[config.mk]
export PLATFORM = sky130hd
export DESIGN_NAME = ps2_mouse_packet_decoder_top
export DESIGN_NICKNAME = d
export VERILOG_FILES = /design/src/rtl/ps2md_pkg.sv /design/src/rtl/ps2md_core.sv /design/src/rtl/ps2md_out_reg.sv /design/src/rtl/ps2_mouse_packet_decoder_top.sv
export SDC_FILE = /design/constraint.sdc
export NUM_CORES = 1
export LEC_CHECK = 0
export ABC_AREA = 1
export BUFFER_PORTS_ARGS = -buffer_cell sky130_fd_sc_hd__buf_2
export CAP_MARGIN = 20
export CORE_ASPECT_RATIO = 1.5
export CORE_MARGIN = 2
export CORE_UTILIZATION = 35
export DETAILED_ROUTE_END_ITERATION = 7
export HOLD_SLACK_MARGIN = 0.05
export PLACE_DENSITY_LB_ADDON = 0.2
export SLEW_MARGIN = 20
export SYNTH_ARGS = -nofsm -noshare
export SYNTH_HDL_FRONTEND = slang
export SYNTH_SLANG_ARGS = --single-unit
export TNS_END_PERCENT = 1
[constraint.sdc]
create_clock -name clk -period 2.45 [get_ports clk]
set_input_delay 0.49 -clock clk [delete_from_list [all_inputs] [get_ports clk]]
set_output_delay 0.49 -clock clk [all_outputs]
set_load 0.05 [all_outputs]
[src/rtl/ps2md_pkg.sv]
`timescale 1ns / 1ps
// ----------------------------------------------------------------------------
// PS/2 mouse decoder package
// Shared types, byte codes and the axis helper used by the decoder modules.
// ----------------------------------------------------------------------------
package ps2md_pkg;

  localparam logic [7:0] ACK_BYTE    = 8'hFA;
  localparam logic [7:0] ATTACH_BYTE = 8'hAA;
  localparam logic [7:0] ZERO_BYTE   = 8'h00;

  // Bit positions inside the packet header byte.
  localparam int HDR_LEFT   = 0;
  localparam int HDR_RIGHT  = 1;
  localparam int HDR_MIDDLE = 2;
  localparam int HDR_SYNC   = 3;
  localparam int HDR_X_SIGN = 4;
  localparam int HDR_Y_SIGN = 5;
  localparam int HDR_X_OVF  = 6;
  localparam int HDR_Y_OVF  = 7;

  localparam logic [8:0] AXIS_MIN = 9'h100;  // -256
  localparam logic [8:0] AXIS_MAX = 9'h0FF;  //  255

  typedef enum logic {
    EVT_MOTION = 1'b0,
    EVT_ATTACH = 1'b1
  } ps2md_event_t;

  typedef struct packed {
    ps2md_event_t      event_kind;
    logic              button_left;
    logic              button_right;
    logic              button_middle;
    logic signed [8:0] move_x;
    logic signed [9:0] move_y;
    logic signed [7:0] move_z;
  } ps2md_result_t;

  // Nine-bit axis delta: sign bit on top of the data byte, or a saturated
  // extreme when the overflow flag is set.
  function automatic logic [8:0] axis_delta(input logic [7:0] data, input logic ovf,
                                            input logic sign);
    logic [8:0] val;
    if (ovf) begin
      val = sign ? AXIS_MIN : AXIS_MAX;
    end else begin
      val = {sign, data};
    end
    return val;
  endfunction

endpackage

[src/rtl/ps2md_core.sv]
`timescale 1ns / 1ps
// ----------------------------------------------------------------------------
// PS/2 mouse decoder core
// Byte position counter, packet byte store, wheel register and packet decode.
// ----------------------------------------------------------------------------
module ps2md_core (
  input  logic                    clk,
  input  logic                    rst_n,
  input  logic                    cfg_we,
  input  logic                    cfg_wdata,
  input  logic                    byte_valid,
  input  logic [7:0]              byte_in,
  output logic                    res_valid,
  output ps2md_pkg::ps2md_result_t res
);
  import ps2md_pkg::*;

  logic [1:0] pos_r, pos_nxt;
  logic [7:0] bytes_r [0:2];
  logic       wheel_r, wheel_nxt;

  logic       start_ok, is_ack, is_attach, done, take;
  logic [7:0] head, data_x, data_y;
  logic [8:0] dx, dy_raw;

  always_comb begin
    start_ok  = (pos_r != 2'd0) || byte_in[HDR_SYNC];
    is_ack    = (pos_r == 2'd0) && (byte_in == ACK_BYTE);
    is_attach = (pos_r == 2'd1) && (bytes_r[0] == ATTACH_BYTE) && (byte_in == ZERO_BYTE);
    done      = ((pos_r == 2'd2) && !wheel_r) || (pos_r == 2'd3);
    take      = byte_valid && start_ok;

    head   = bytes_r[0];
    data_x = bytes_r[1];
    data_y = (pos_r == 2'd2) ? byte_in : bytes_r[2];
    dx     = axis_delta(data_x, head[HDR_X_OVF], head[HDR_X_SIGN]);
    dy_raw = axis_delta(data_y, head[HDR_Y_OVF], head[HDR_Y_SIGN]);

    res_valid = take && (is_attach || done);
    res       = '0;
    if (is_attach) begin
      res.event_kind = EVT_ATTACH;
    end else begin
      res.event_kind    = EVT_MOTION;
      res.button_left   = head[HDR_LEFT];
      res.button_right  = head[HDR_RIGHT];
      res.button_middle = head[HDR_MIDDLE];
      res.move_x        = dx;
      res.move_y        = 10'(-{dy_raw[8], dy_raw});
      res.move_z        = (wheel_r && (pos_r == 2'd3)) ? byte_in : ZERO_BYTE;
    end

    pos_nxt = pos_r;
    if (take) begin
      if (is_ack || is_attach || done) begin
        pos_nxt = 2'd0;
      end else begin
        pos_nxt = pos_r + 2'd1;
      end
    end

    wheel_nxt = wheel_r;
    if (cfg_we) begin
      wheel_nxt = cfg_wdata;
    end else if (take && is_attach) begin
      wheel_nxt = 1'b0;
    end
  end

  always_ff @(posedge clk) begin
    if (!rst_n) begin
      pos_r   <= 2'd0;
      wheel_r <= 1'b0;
    end else begin
      pos_r   <= pos_nxt;
      wheel_r <= wheel_nxt;
    end
  end

  always_ff @(posedge clk) begin
    if (take && (pos_r != 2'd3)) begin
      bytes_r[pos_r] <= byte_in;
    end
  end

`ifndef NO_ASSERTIONS
  a_restart_after_result: assert property (@(posedge clk) disable iff (!rst_n)
    res_valid |=> (pos_r == 2'd0))
    else $error("byte position did not restart after a result");

  a_attach_clears_wheel: assert property (@(posedge clk) disable iff (!rst_n)
    (res_valid && (res.event_kind == EVT_ATTACH) && !cfg_we) |=> !wheel_r)
    else $error("attach did not clear the wheel register");

  a_attach_fields_zero: assert property (@(posedge clk) disable iff (!rst_n)
    (res_valid && (res.event_kind == EVT_ATTACH)) |->
      (!res.button_left && !res.button_right && !res.button_middle &&
       (res.move_x == '0) && (res.move_y == '0) && (res.move_z == '0)))
    else $error("attach result carries nonzero motion fields");

  a_unsynced_dropped: assert property (@(posedge clk) disable iff (!rst_n)
    (byte_valid && (pos_r == 2'd0) && !byte_in[HDR_SYNC]) |=> (pos_r == 2'd0))
    else $error("header byte without sync bit was not dropped");
`endif

endmodule

[src/rtl/ps2md_out_reg.sv]
`timescale 1ns / 1ps
// ----------------------------------------------------------------------------
// PS/2 mouse decoder result register
// Holds one decoded result until the downstream side takes it.
// ----------------------------------------------------------------------------
module ps2md_out_reg (
  input  logic                    clk,
  input  logic                    rst_n,
  input  logic                    load,
  input  ps2md_pkg::ps2md_result_t load_data,
  output logic                    slot_free,
  output logic                    out_valid,
  input  logic                    out_ready,
  output ps2md_pkg::ps2md_result_t out_data
);
  import ps2md_pkg::*;

  logic          valid_r, valid_nxt;
  ps2md_result_t data_r;

  always_comb begin
    slot_free = !valid_r || out_ready;
    valid_nxt = valid_r;
    if (slot_free) begin
      valid_nxt = load;
    end
  end

  always_ff @(posedge clk) begin
    if (!rst_n) begin
      valid_r <= 1'b0;
    end else begin
      valid_r <= valid_nxt;
    end
  end

  always_ff @(posedge clk) begin
    if (slot_free && load) begin
      data_r <= load_data;
    end
  end

  assign out_valid = valid_r;
  assign out_data  = data_r;

endmodule

[src/rtl/ps2_mouse_packet_decoder_top.sv]
`timescale 1ns / 1ps
// ----------------------------------------------------------------------------
// PS/2 mouse packet decoder, top level
// Assembles mouse bytes into motion packets and reports device attach words.
// ----------------------------------------------------------------------------
// The byte that completes a packet is first accepted into the input register,
// then decoded out of it into the result register once that register can take
// a word; the result word is presented from the result register.
// Throughput: one byte per cycle; input is held off only while the result
// register is full and the sink is stalled.
// Reset (rst_n, synchronous, active low) empties both registers, zeroes the
// byte position and clears the wheel register.
module ps2_mouse_packet_decoder_top (
  input  logic        clk,
  input  logic        rst_n,
  // Configuration: wheel_enable.
  input  logic        cfg_we,
  input  logic        cfg_wdata,
  // Input byte stream.
  input  logic        in_tvalid,
  output logic        in_tready,
  input  logic [7:0]  in_tdata,   // [7:0] rx_byte
  // Result stream.
  output logic        out_tvalid,
  input  logic        out_tready,
  output logic [31:0] out_tdata,  // [0] button_left, [1] button_right,
                                  // [2] button_middle, [11:3] move_x,
                                  // [21:12] move_y, [29:22] move_z, [31:30] zero
  output logic        out_tuser   // [0] event_kind
);
  import ps2md_pkg::*;

  // Input register. A byte held here is decoded in the cycle the result
  // register can take an outcome, whether or not the byte yields a result.
  logic          in_valid_r, in_valid_nxt;
  logic [7:0]    in_byte_r;
  logic          advance;
  logic          slot_free;
  logic          res_valid;
  ps2md_result_t res;
  ps2md_result_t out_res;

  assign advance   = in_valid_r && slot_free;
  assign in_tready = !in_valid_r || slot_free;

  always_comb begin
    in_valid_nxt = in_valid_r;
    if (in_tready) begin
      in_valid_nxt = in_tvalid;
    end
  end

  always_ff @(posedge clk) begin
    if (!rst_n) begin
      in_valid_r <= 1'b0;
    end else begin
      in_valid_r <= in_valid_nxt;
    end
  end

  always_ff @(posedge clk) begin
    if (in_tready && in_tvalid) begin
      in_byte_r <= in_tdata;
    end
  end

  // Packet state and decode.
  ps2md_core u_core (
    .clk        (clk),
    .rst_n      (rst_n),
    .cfg_we     (cfg_we),
    .cfg_wdata  (cfg_wdata),
    .byte_valid (advance),
    .byte_in    (in_byte_r),
    .res_valid  (res_valid),
    .res        (res)
  );

  // Result register; it frees its slot in the same cycle the sink takes a word.
  ps2md_out_reg u_out (
    .clk       (clk),
    .rst_n     (rst_n),
    .load      (advance && res_valid),
    .load_data (res),
    .slot_free (slot_free),
    .out_valid (out_tvalid),
    .out_ready (out_tready),
    .out_data  (out_res)
  );

  // Pack the result fields, lowest field in the lowest bits.
  assign out_tdata = {2'b00, out_res.move_z, out_res.move_y, out_res.move_x,
                      out_res.button_middle, out_res.button_right, out_res.button_left};
  assign out_tuser = out_res.event_kind;

endmodule
# Word-level counts from Yosys, hierarchy flattened
# Memories as Yosys holds them, arrays and structs flattened.
# Index checks and enable logic that the tools add are counted.
[op_classes]
addsub = 2
mul = 0
div = 0
n_lt_le_gt_ge = 0
n_eq_ne = 6
shifts = 0
n_mux = 11
bitwise_logic = 1
n_reduce_logical = 28
[ops]
columns = ["op", "count"]
rows = [
  ["$mux 9", 4],
  ["$eq 8x8->1 const B", 2],
  ["$logic_and 1x1->1", 13],
  ["$neg 10->10", 1],
  ["$logic_not 8->1", 1],
  ["$mux 8", 1],
  ["$logic_or 1x1->1", 7],
  ["$mux 1", 5],
  ["$eq 2x2->1 const B", 2],
  ["$reduce_bool 2->1", 2],
  ["$logic_not 1->1", 3],
  ["$add 2x1->2 const B", 1],
  ["$eq 2x1->1 const B", 1],
  ["$logic_not 2->1", 1],
  ["$mux 2", 1],
  ["$ne 2x2->1 const B", 1],
  ["$reduce_or 2->1", 1],
  ["$not 1->1", 1],
]
[totals]
regBits = 44
latch_bits = 0
mem_bits_rw = 24
mem_bits_ro = 0
in_bits = 14
output_inout_bits = 35
word_cells = 61
mem_count = 1
[mem_list]
columns = ["memory", "depth", "width", "read_ports", "rd_clocked_by_memory_dff", "wr", "line", "rtl"]
rows = [
  ["u_core.bytes_r", 3, 8, 3, 0, 1, "ps2md_core.sv:19", "logic [7:0] bytes_r [0:2];"],
]

# Logic depth before layout (Yosys ltp)
# An unclocked memory read counts as a cell.
[depth]
ltp_word = 8
mapped_depth = 14
depth_no_buf = 13

# Modules after synthesis
# A second synthesis with hierarchy kept.
[unflattened]
cells_unflattened = 275
hier_area_um2 = 2997.9
[modules_own_cells]
columns = ["mod", "n_inst", "cells_each", "area_each_um2", "seq_area_each_um2"]
rows = [
  ["ps2md_core", 1, 215, 1690.4, 780.7],
  ["ps2md_out_reg", 1, 38, 982.2, 950.9],
  ["ps2_mouse_packet_decoder_top", 1, 22, 325.3, 260.2],
]

# Least setup slack after synthesis
# OpenSTA, ideal clock, no wires.
[synth_path]
path_kind = "reg-to-reg"
startpoint = "register u_core.pos_r[0]"
endpoint = "register u_out.data_r (netlist bit u_out.out_data[0]) (enable)"
setup_time_ps = 386
t_arrival_ps = 1629
required_ps = 2064
path_slack_ps = 435
stages_incl_launch_ff = 8
n_path_buf = 0
synth_period_minus_slack_ps = 2015
path_cell_list = "dfxtp_1 ha_1 nand2_1 nor2_1 nand3_1 nand2_1 nand2_1 inv_1"
[synth_via]
elab_chain_len = 7
elab_cells_between_ends = 14
classes_between = "eq/ne (3); reduce/logical (11)"
[synth_lines]
columns = ["element", "line", "rtl"]
rows = [
  ["from (decl)", "ps2md_core.sv:18", "logic [1:0] pos_r, pos_nxt;"],
  ["from (signal assigned)", "ps2md_core.sv:75", "pos_r <= pos_nxt;"],
  ["$eq 2x1->1 / $eq 2x2->1 (equally long branches)", "ps2md_core.sv:29, ps2md_core.sv:30", ""],
  ["$logic_and 1x1->1, on equally long branches", "ps2md_core.sv:29, ps2md_core.sv:30", ""],
  ["$logic_and 1x1->1 / $logic_or 1x1->1 (equally long branches)", "ps2md_core.sv:29, ps2md_core.sv:30", ""],
  ["$logic_or 1x1->1", "ps2md_core.sv:39", "res_valid = take && (is_attach || done);"],
  ["$logic_and 1x1->1 (*)", "ps2md_core.sv:39", ""],
  ["$logic_and 1x1->1 (*)", "ps2_mouse_packet_decoder_top.sv:83", ".load (advance && res_valid),"],
  ["$logic_and 1x1->1 (*)", "ps2md_out_reg.sv:38", "if (slot_free && load) begin"],
  ["to (signal assigned)", "ps2md_out_reg.sv:39", "data_r <= load_data;"],
  ["to (decl)", "ps2md_out_reg.sv:19", "ps2md_result_t data_r;"],
]
# Every way passes the cells marked *; elsewhere a longest branch is shown, timed or not.
# A chain may end at the register's enable or synchronous reset.

# Worst setup path in the final report
[layout_path]
startpoint = "register u_core.pos_r[0]"
endpoint = "register u_out.data_r (netlist bit u_out.out_data[16]), data pin"
[layout_via]
elab_chain_len = 4
elab_cells_between_ends = 7
classes_between = "add/sub (1); eq/ne (2); mux (2); reduce/logical (2)"
[layout_lines]
columns = ["element", "line", "rtl"]
rows = [
  ["$eq 2x2->1", "ps2md_core.sv:35", "data_y = (pos_r == 2'd2) ? byte_in : bytes_r[2];"],
  ["$mux 8", "ps2md_core.sv:35", ""],
  ["$mux 9", "ps2md_pkg.sv:45", "if (ovf) begin"],
  ["$neg 10->10", "ps2md_core.sv:49", "res.move_y = 10'(-{dy_raw[8], dy_raw});"],
]
# Parallel ways exist; a longest one is shown, timed or not.

==> metrics.md <==
| Metric | Value |
|---|---|
| Clock network fraction of design power | 44.7% |
| Via/cell ratio | roughly 4.3 |
| Internal reg-to-reg setup slack | 0.28 ns |
| Period utilisation layout | about nine tenths |
| VDD IR max | between 0.0003 and 0.0004 V |
| Crit path max fanout | 10 |
| Starting Density | between 30 and 40% |
| Post-synthesis average cell area | 11.1 sq um |
| Fin. max-slew vios | 0 |
| CP Capture Type | register |
| Cell taking the most area after synthesis | edfxtp_1 |
| Hold-fix buffers, CTS | 0 |
| Vias in the first global route | roughly 1800 |
| Layout area overhead | 22.8% |
| R2r worst-path depth | 12 |
| Crit path max-delay family | simple AND/OR/NAND/NOR gates |
| Clock tree buffer depth | 2 |
| Cells after synthesis | about 270 |
| CP Buf/Inv Count | 2 |
| Synth top area share | about 64% |
| Leak Pwr | roughly 1.5 nW |
| GPL Wtd Cong | ~0.8 |
| Crit Path Class | reg -> reg |
| Number of diodes | 0 |
| Die X | 79.1 um |
| Clk root buf | clkbuf_16 |
| Fin Hold WS | 0.341 ns |
| Layout cells sized above 1 | between 20% and 30% |
| Sequential area share after synthesis | 67.3% |
| Final hold viol count | 0 |
| Comb power frac | 7.5% |
| Final ANT Viol Nets | 0 |
| Hold Path Class | in -> reg |
| Max Cap Viol | 0 |
| Synth Cell Area | roughly 3000 sq um |
| Net Sw Frac | between 20 and 25% |
| # nets final | about 340 |
| Status | finished, final reports clean |
| Critical Path End | u_out.out_data[16]$_SDFFCE_PP0P_ |
| Setup TNS Final | 0 ns |
| Core ar. | slightly above 8000 sq um |
| IO Count | 49 |
| Drt drc | 0 |
| Sequential group share of total power | between 40% and 50% |
| Reg-to-Reg End | u_out.out_data[16]$_SDFFCE_PP0P_ |
| Global Route Usage Sum | approximately 13% |
| Top post-synthesis cells by area | edfxtp_1 (64%), nand2_1 (7.1%), inv_1 (4.6%) |
| CP Launch Type | register |
| Post-CTS setup buffer count | 0 |
| PwrDens | between 700 and 800 nW/um^2 |
| Crit. path cell count | 12 |
| Fmax | roughly 460 MHz |
| Post-cts resize count | 0 |
| Filler instances | 816 |
| Total grt overflow | 0 |
| Number of setup violations in the final report | 0 |
| Crit path launch | u_core.pos_r[0]$_SDFFE_PN0N_ |
| Setup Skew | around 0.0043 ns |
| CP Data Required Time | about 2.5 ns |
| Fin worst setup slack | approximately 0.28 ns |
| Drt first-iter violations | 95 |
| Port bufs | 46 |
| Worst-path clk slew | around 0.06 ns |
| Htree depth | 3 |
| Multi-input gate area | between 700 and 800 sq um |
| Die Height | between 100 and 150 um |
| Post-synth cell types | 29 |
| Final HPWL from detailed placement | a little under 4000 um |
| Finished Core Util | 43.8% |
| Arrival @ worst endpoint | around 2.3 ns |
| Final min period | approximately 2.2 ns |
| Die Footprint | around 9000 sq um |
| Worst reg2reg path startpoint | u_core.pos_r[0]$_SDFFE_PN0N_ |
| First-pass GRT wire length | between 8000 and 9000 um |
| Psw | 625 uW |
| Initial antenna violation count | 0 |
| Largest net degree at the start of global routing | 32 |
| Via count | between 1500 and 2000 |
| TritonRoute pass-1 iters | 4 |
| Ys Warns | 0 |
| Internal Power | approximately 2.2 mW |
| CP peak stage delay | roughly 0.4 ns |
| Clk Latency, worst-skew pair | about 0.32 ns |
| Worst slack, placed | 0.300 ns |
| Row count | roughly 40 |
| Flops & latches, synth | 68 |
| Final wirelength | between 5000 and 6000 um |
| CTS tree | built |
| FF/Latch Area | between 1500 and 2000 sq um |
| Clock sink count | 68 |
| Crit path max-delay cell type | dfxtp_1 |
| Critical Path, Cell by Cell | inv_1 > ha_1 > or2_1 > nand3_2 > nand2_4 > inv_1 > ha_1 > nand2_1 > nor2_4 > nand3_1 > nand2_1 > nor2_1 |
| RSZ-0062 raised after global routing | no |
| TritonCTS buffer count | 9 |
| Post-DR wirelength/cell | between 10 and 15 um |
[worst register-to-register path, cell delays in order (launching register included)]
cell and delay (ns):
dfxtp_1 0.39, inv_1 0.09, ha_1 0.34, or2_1 0.29
nand3_2 0.08, nand2_4 0.07, inv_1 0.07, ha_1 0.15
nand2_1 0.09, nor2_4 0.14, nand3_1 0.09, nand2_1 0.07
nor2_1 0.04
[per-stage QoR]
step | area [sq um] | total power, mW | std cells
2_1_floorplan | 2970 | 1.50 | 267
3_3_place_gp | 3350 | 1.56 | 420
3_5_place_dp | 3350 | 1.57 | 420
4_1_cts | 3640 | 2.81 | 436
5_1_grt | 3640 | 2.88 | 436
6_report | 3640 | 2.78 | 436
[registers in the layout (all words and copies together), names as in the netlist]
register         flops
u_core.bytes_r      24
in_byte_r            8
u_core.wheel_r       1
u_core.pos_r         2
u_out.out_valid      1
in_valid_r           1
u_out.out_data      31
[cell type report]
class,count,area share (%)
clock buffer,9,6.19
clock inverter,7,1.82
inverter,39,4.16
multi-input combinational,152,21.1
sequential,68,54.8
tap,107,3.68
timing repair buffer,54,8.32
[cells in the mapped netlist (all sizes together)]
| cell type | n |
|---|---|
| edfxtp | 63 |
| nand2 | 60 |
| inv | 39 |
| nor2 | 34 |
| a21oi | 17 |
| nand3 | 17 |
| buf | 5 |
| dfxtp | 5 |
| ha | 5 |
| nand4 | 5 |
| o21ai | 5 |
| clkbuf | 3 |
| nor3 | 2 |
| or2 | 2 |
| xnor2 | 2 |
| a31oi | 1 |
| conb | 1 |
[cells by family (layout without fill, tap and decap cells)]
group / count (synthesis) / after routing / synth area share [%]
and+or+nand+nor: 120 / 120 / 18.6
DFF: 68 / 68 / 67.3
buffers and inverters: 47 / 109 / 7.01
AOI/OAI and AO/OA: 23 / 23 / 4.06
adders and majority gates: 5 / 5 / 2.11
xor gates and xnor gates: 2 / 2 / 0.845
other: 1 / 2 / 0.127
[placed cells by master, fill, tap and decap left out, types with 2 or more instances in the layout]
cell / Yosys / routed
inv_2: 2 / 2
nand2_1: 56 / 56
clkbuf_16: 0 / 9
ha_1: 5 / 5
edfxtp_1: 63 / 63
nand3_1: 14 / 14
nand2_2: 3 / 3
buf_4: 3 / 7
dfxtp_1: 5 / 5
clkinv_1: 0 / 2
nor2_1: 30 / 30
inv_1: 36 / 36
buf_2: 0 / 46
a21oi_1: 16 / 16
inv_6: 1 / 2
nand4_1: 5 / 5
nor3_1: 2 / 2
nand3_2: 3 / 3
conb_1: 1 / 2
o21ai_0: 5 / 5
nor2_2: 2 / 2
clkinvlp_4: 0 / 2
[routing by layer]
metal / GRT usage (%) / wire length (um) / vias up / part of all wire (%)
li1: - / - / 994 / -
met4: 7.82 / 108 / 0 / 2.0
met3: 3.09 / 259 / 9 / 4.8
met2: 22.7 / 2860 / 44 / 53
met1: 13.4 / 2130 / 849 / 40
met5: 0 / 0 / - / 0
[power by group through the flow]
| stage | Clock [mW] | Combinational [mW] | Sequential [mW] |
|---|---|---|---|
| finish | 1.24 | 0.210 | 1.33 |
| CTS | 1.27 | 0.213 | 1.33 |
| detailed placement | 0 | 0.212 | 1.35 |
| floorplan | 0 | 0.134 | 1.37 |
| global placement | 0 | 0.211 | 1.35 |
| global route | 1.31 | 0.235 | 1.33 |
[worst min-delay path by stage]
stage / end / startpoint / slack, ns / cells past startpoint
2_1_floorplan: u_core.wheel_r$_SDFFE_PN0P_ / u_core.wheel_r$_SDFFE_PN0P_ / 0.46 / 2
3_3_place_gp: u_out.out_data[29]$_SDFFCE_PP0P_ / u_core.bytes_r[0][0]$_DFFE_PP_ / 0.43 / 0
3_5_place_dp: u_out.out_data[29]$_SDFFCE_PP0P_ / u_core.bytes_r[0][0]$_DFFE_PP_ / 0.44 / 0
4_1_cts: in_byte_r[0]$_DFFE_PP_ / in_tdata[0] / 0.33 / 1
5_1_grt: in_byte_r[3]$_DFFE_PP_ / in_tdata[3] / 0.33 / 1
6_report: in_byte_r[0]$_DFFE_PP_ / in_tdata[0] / 0.34 / 1
Power figures use the tool's default switching activity.
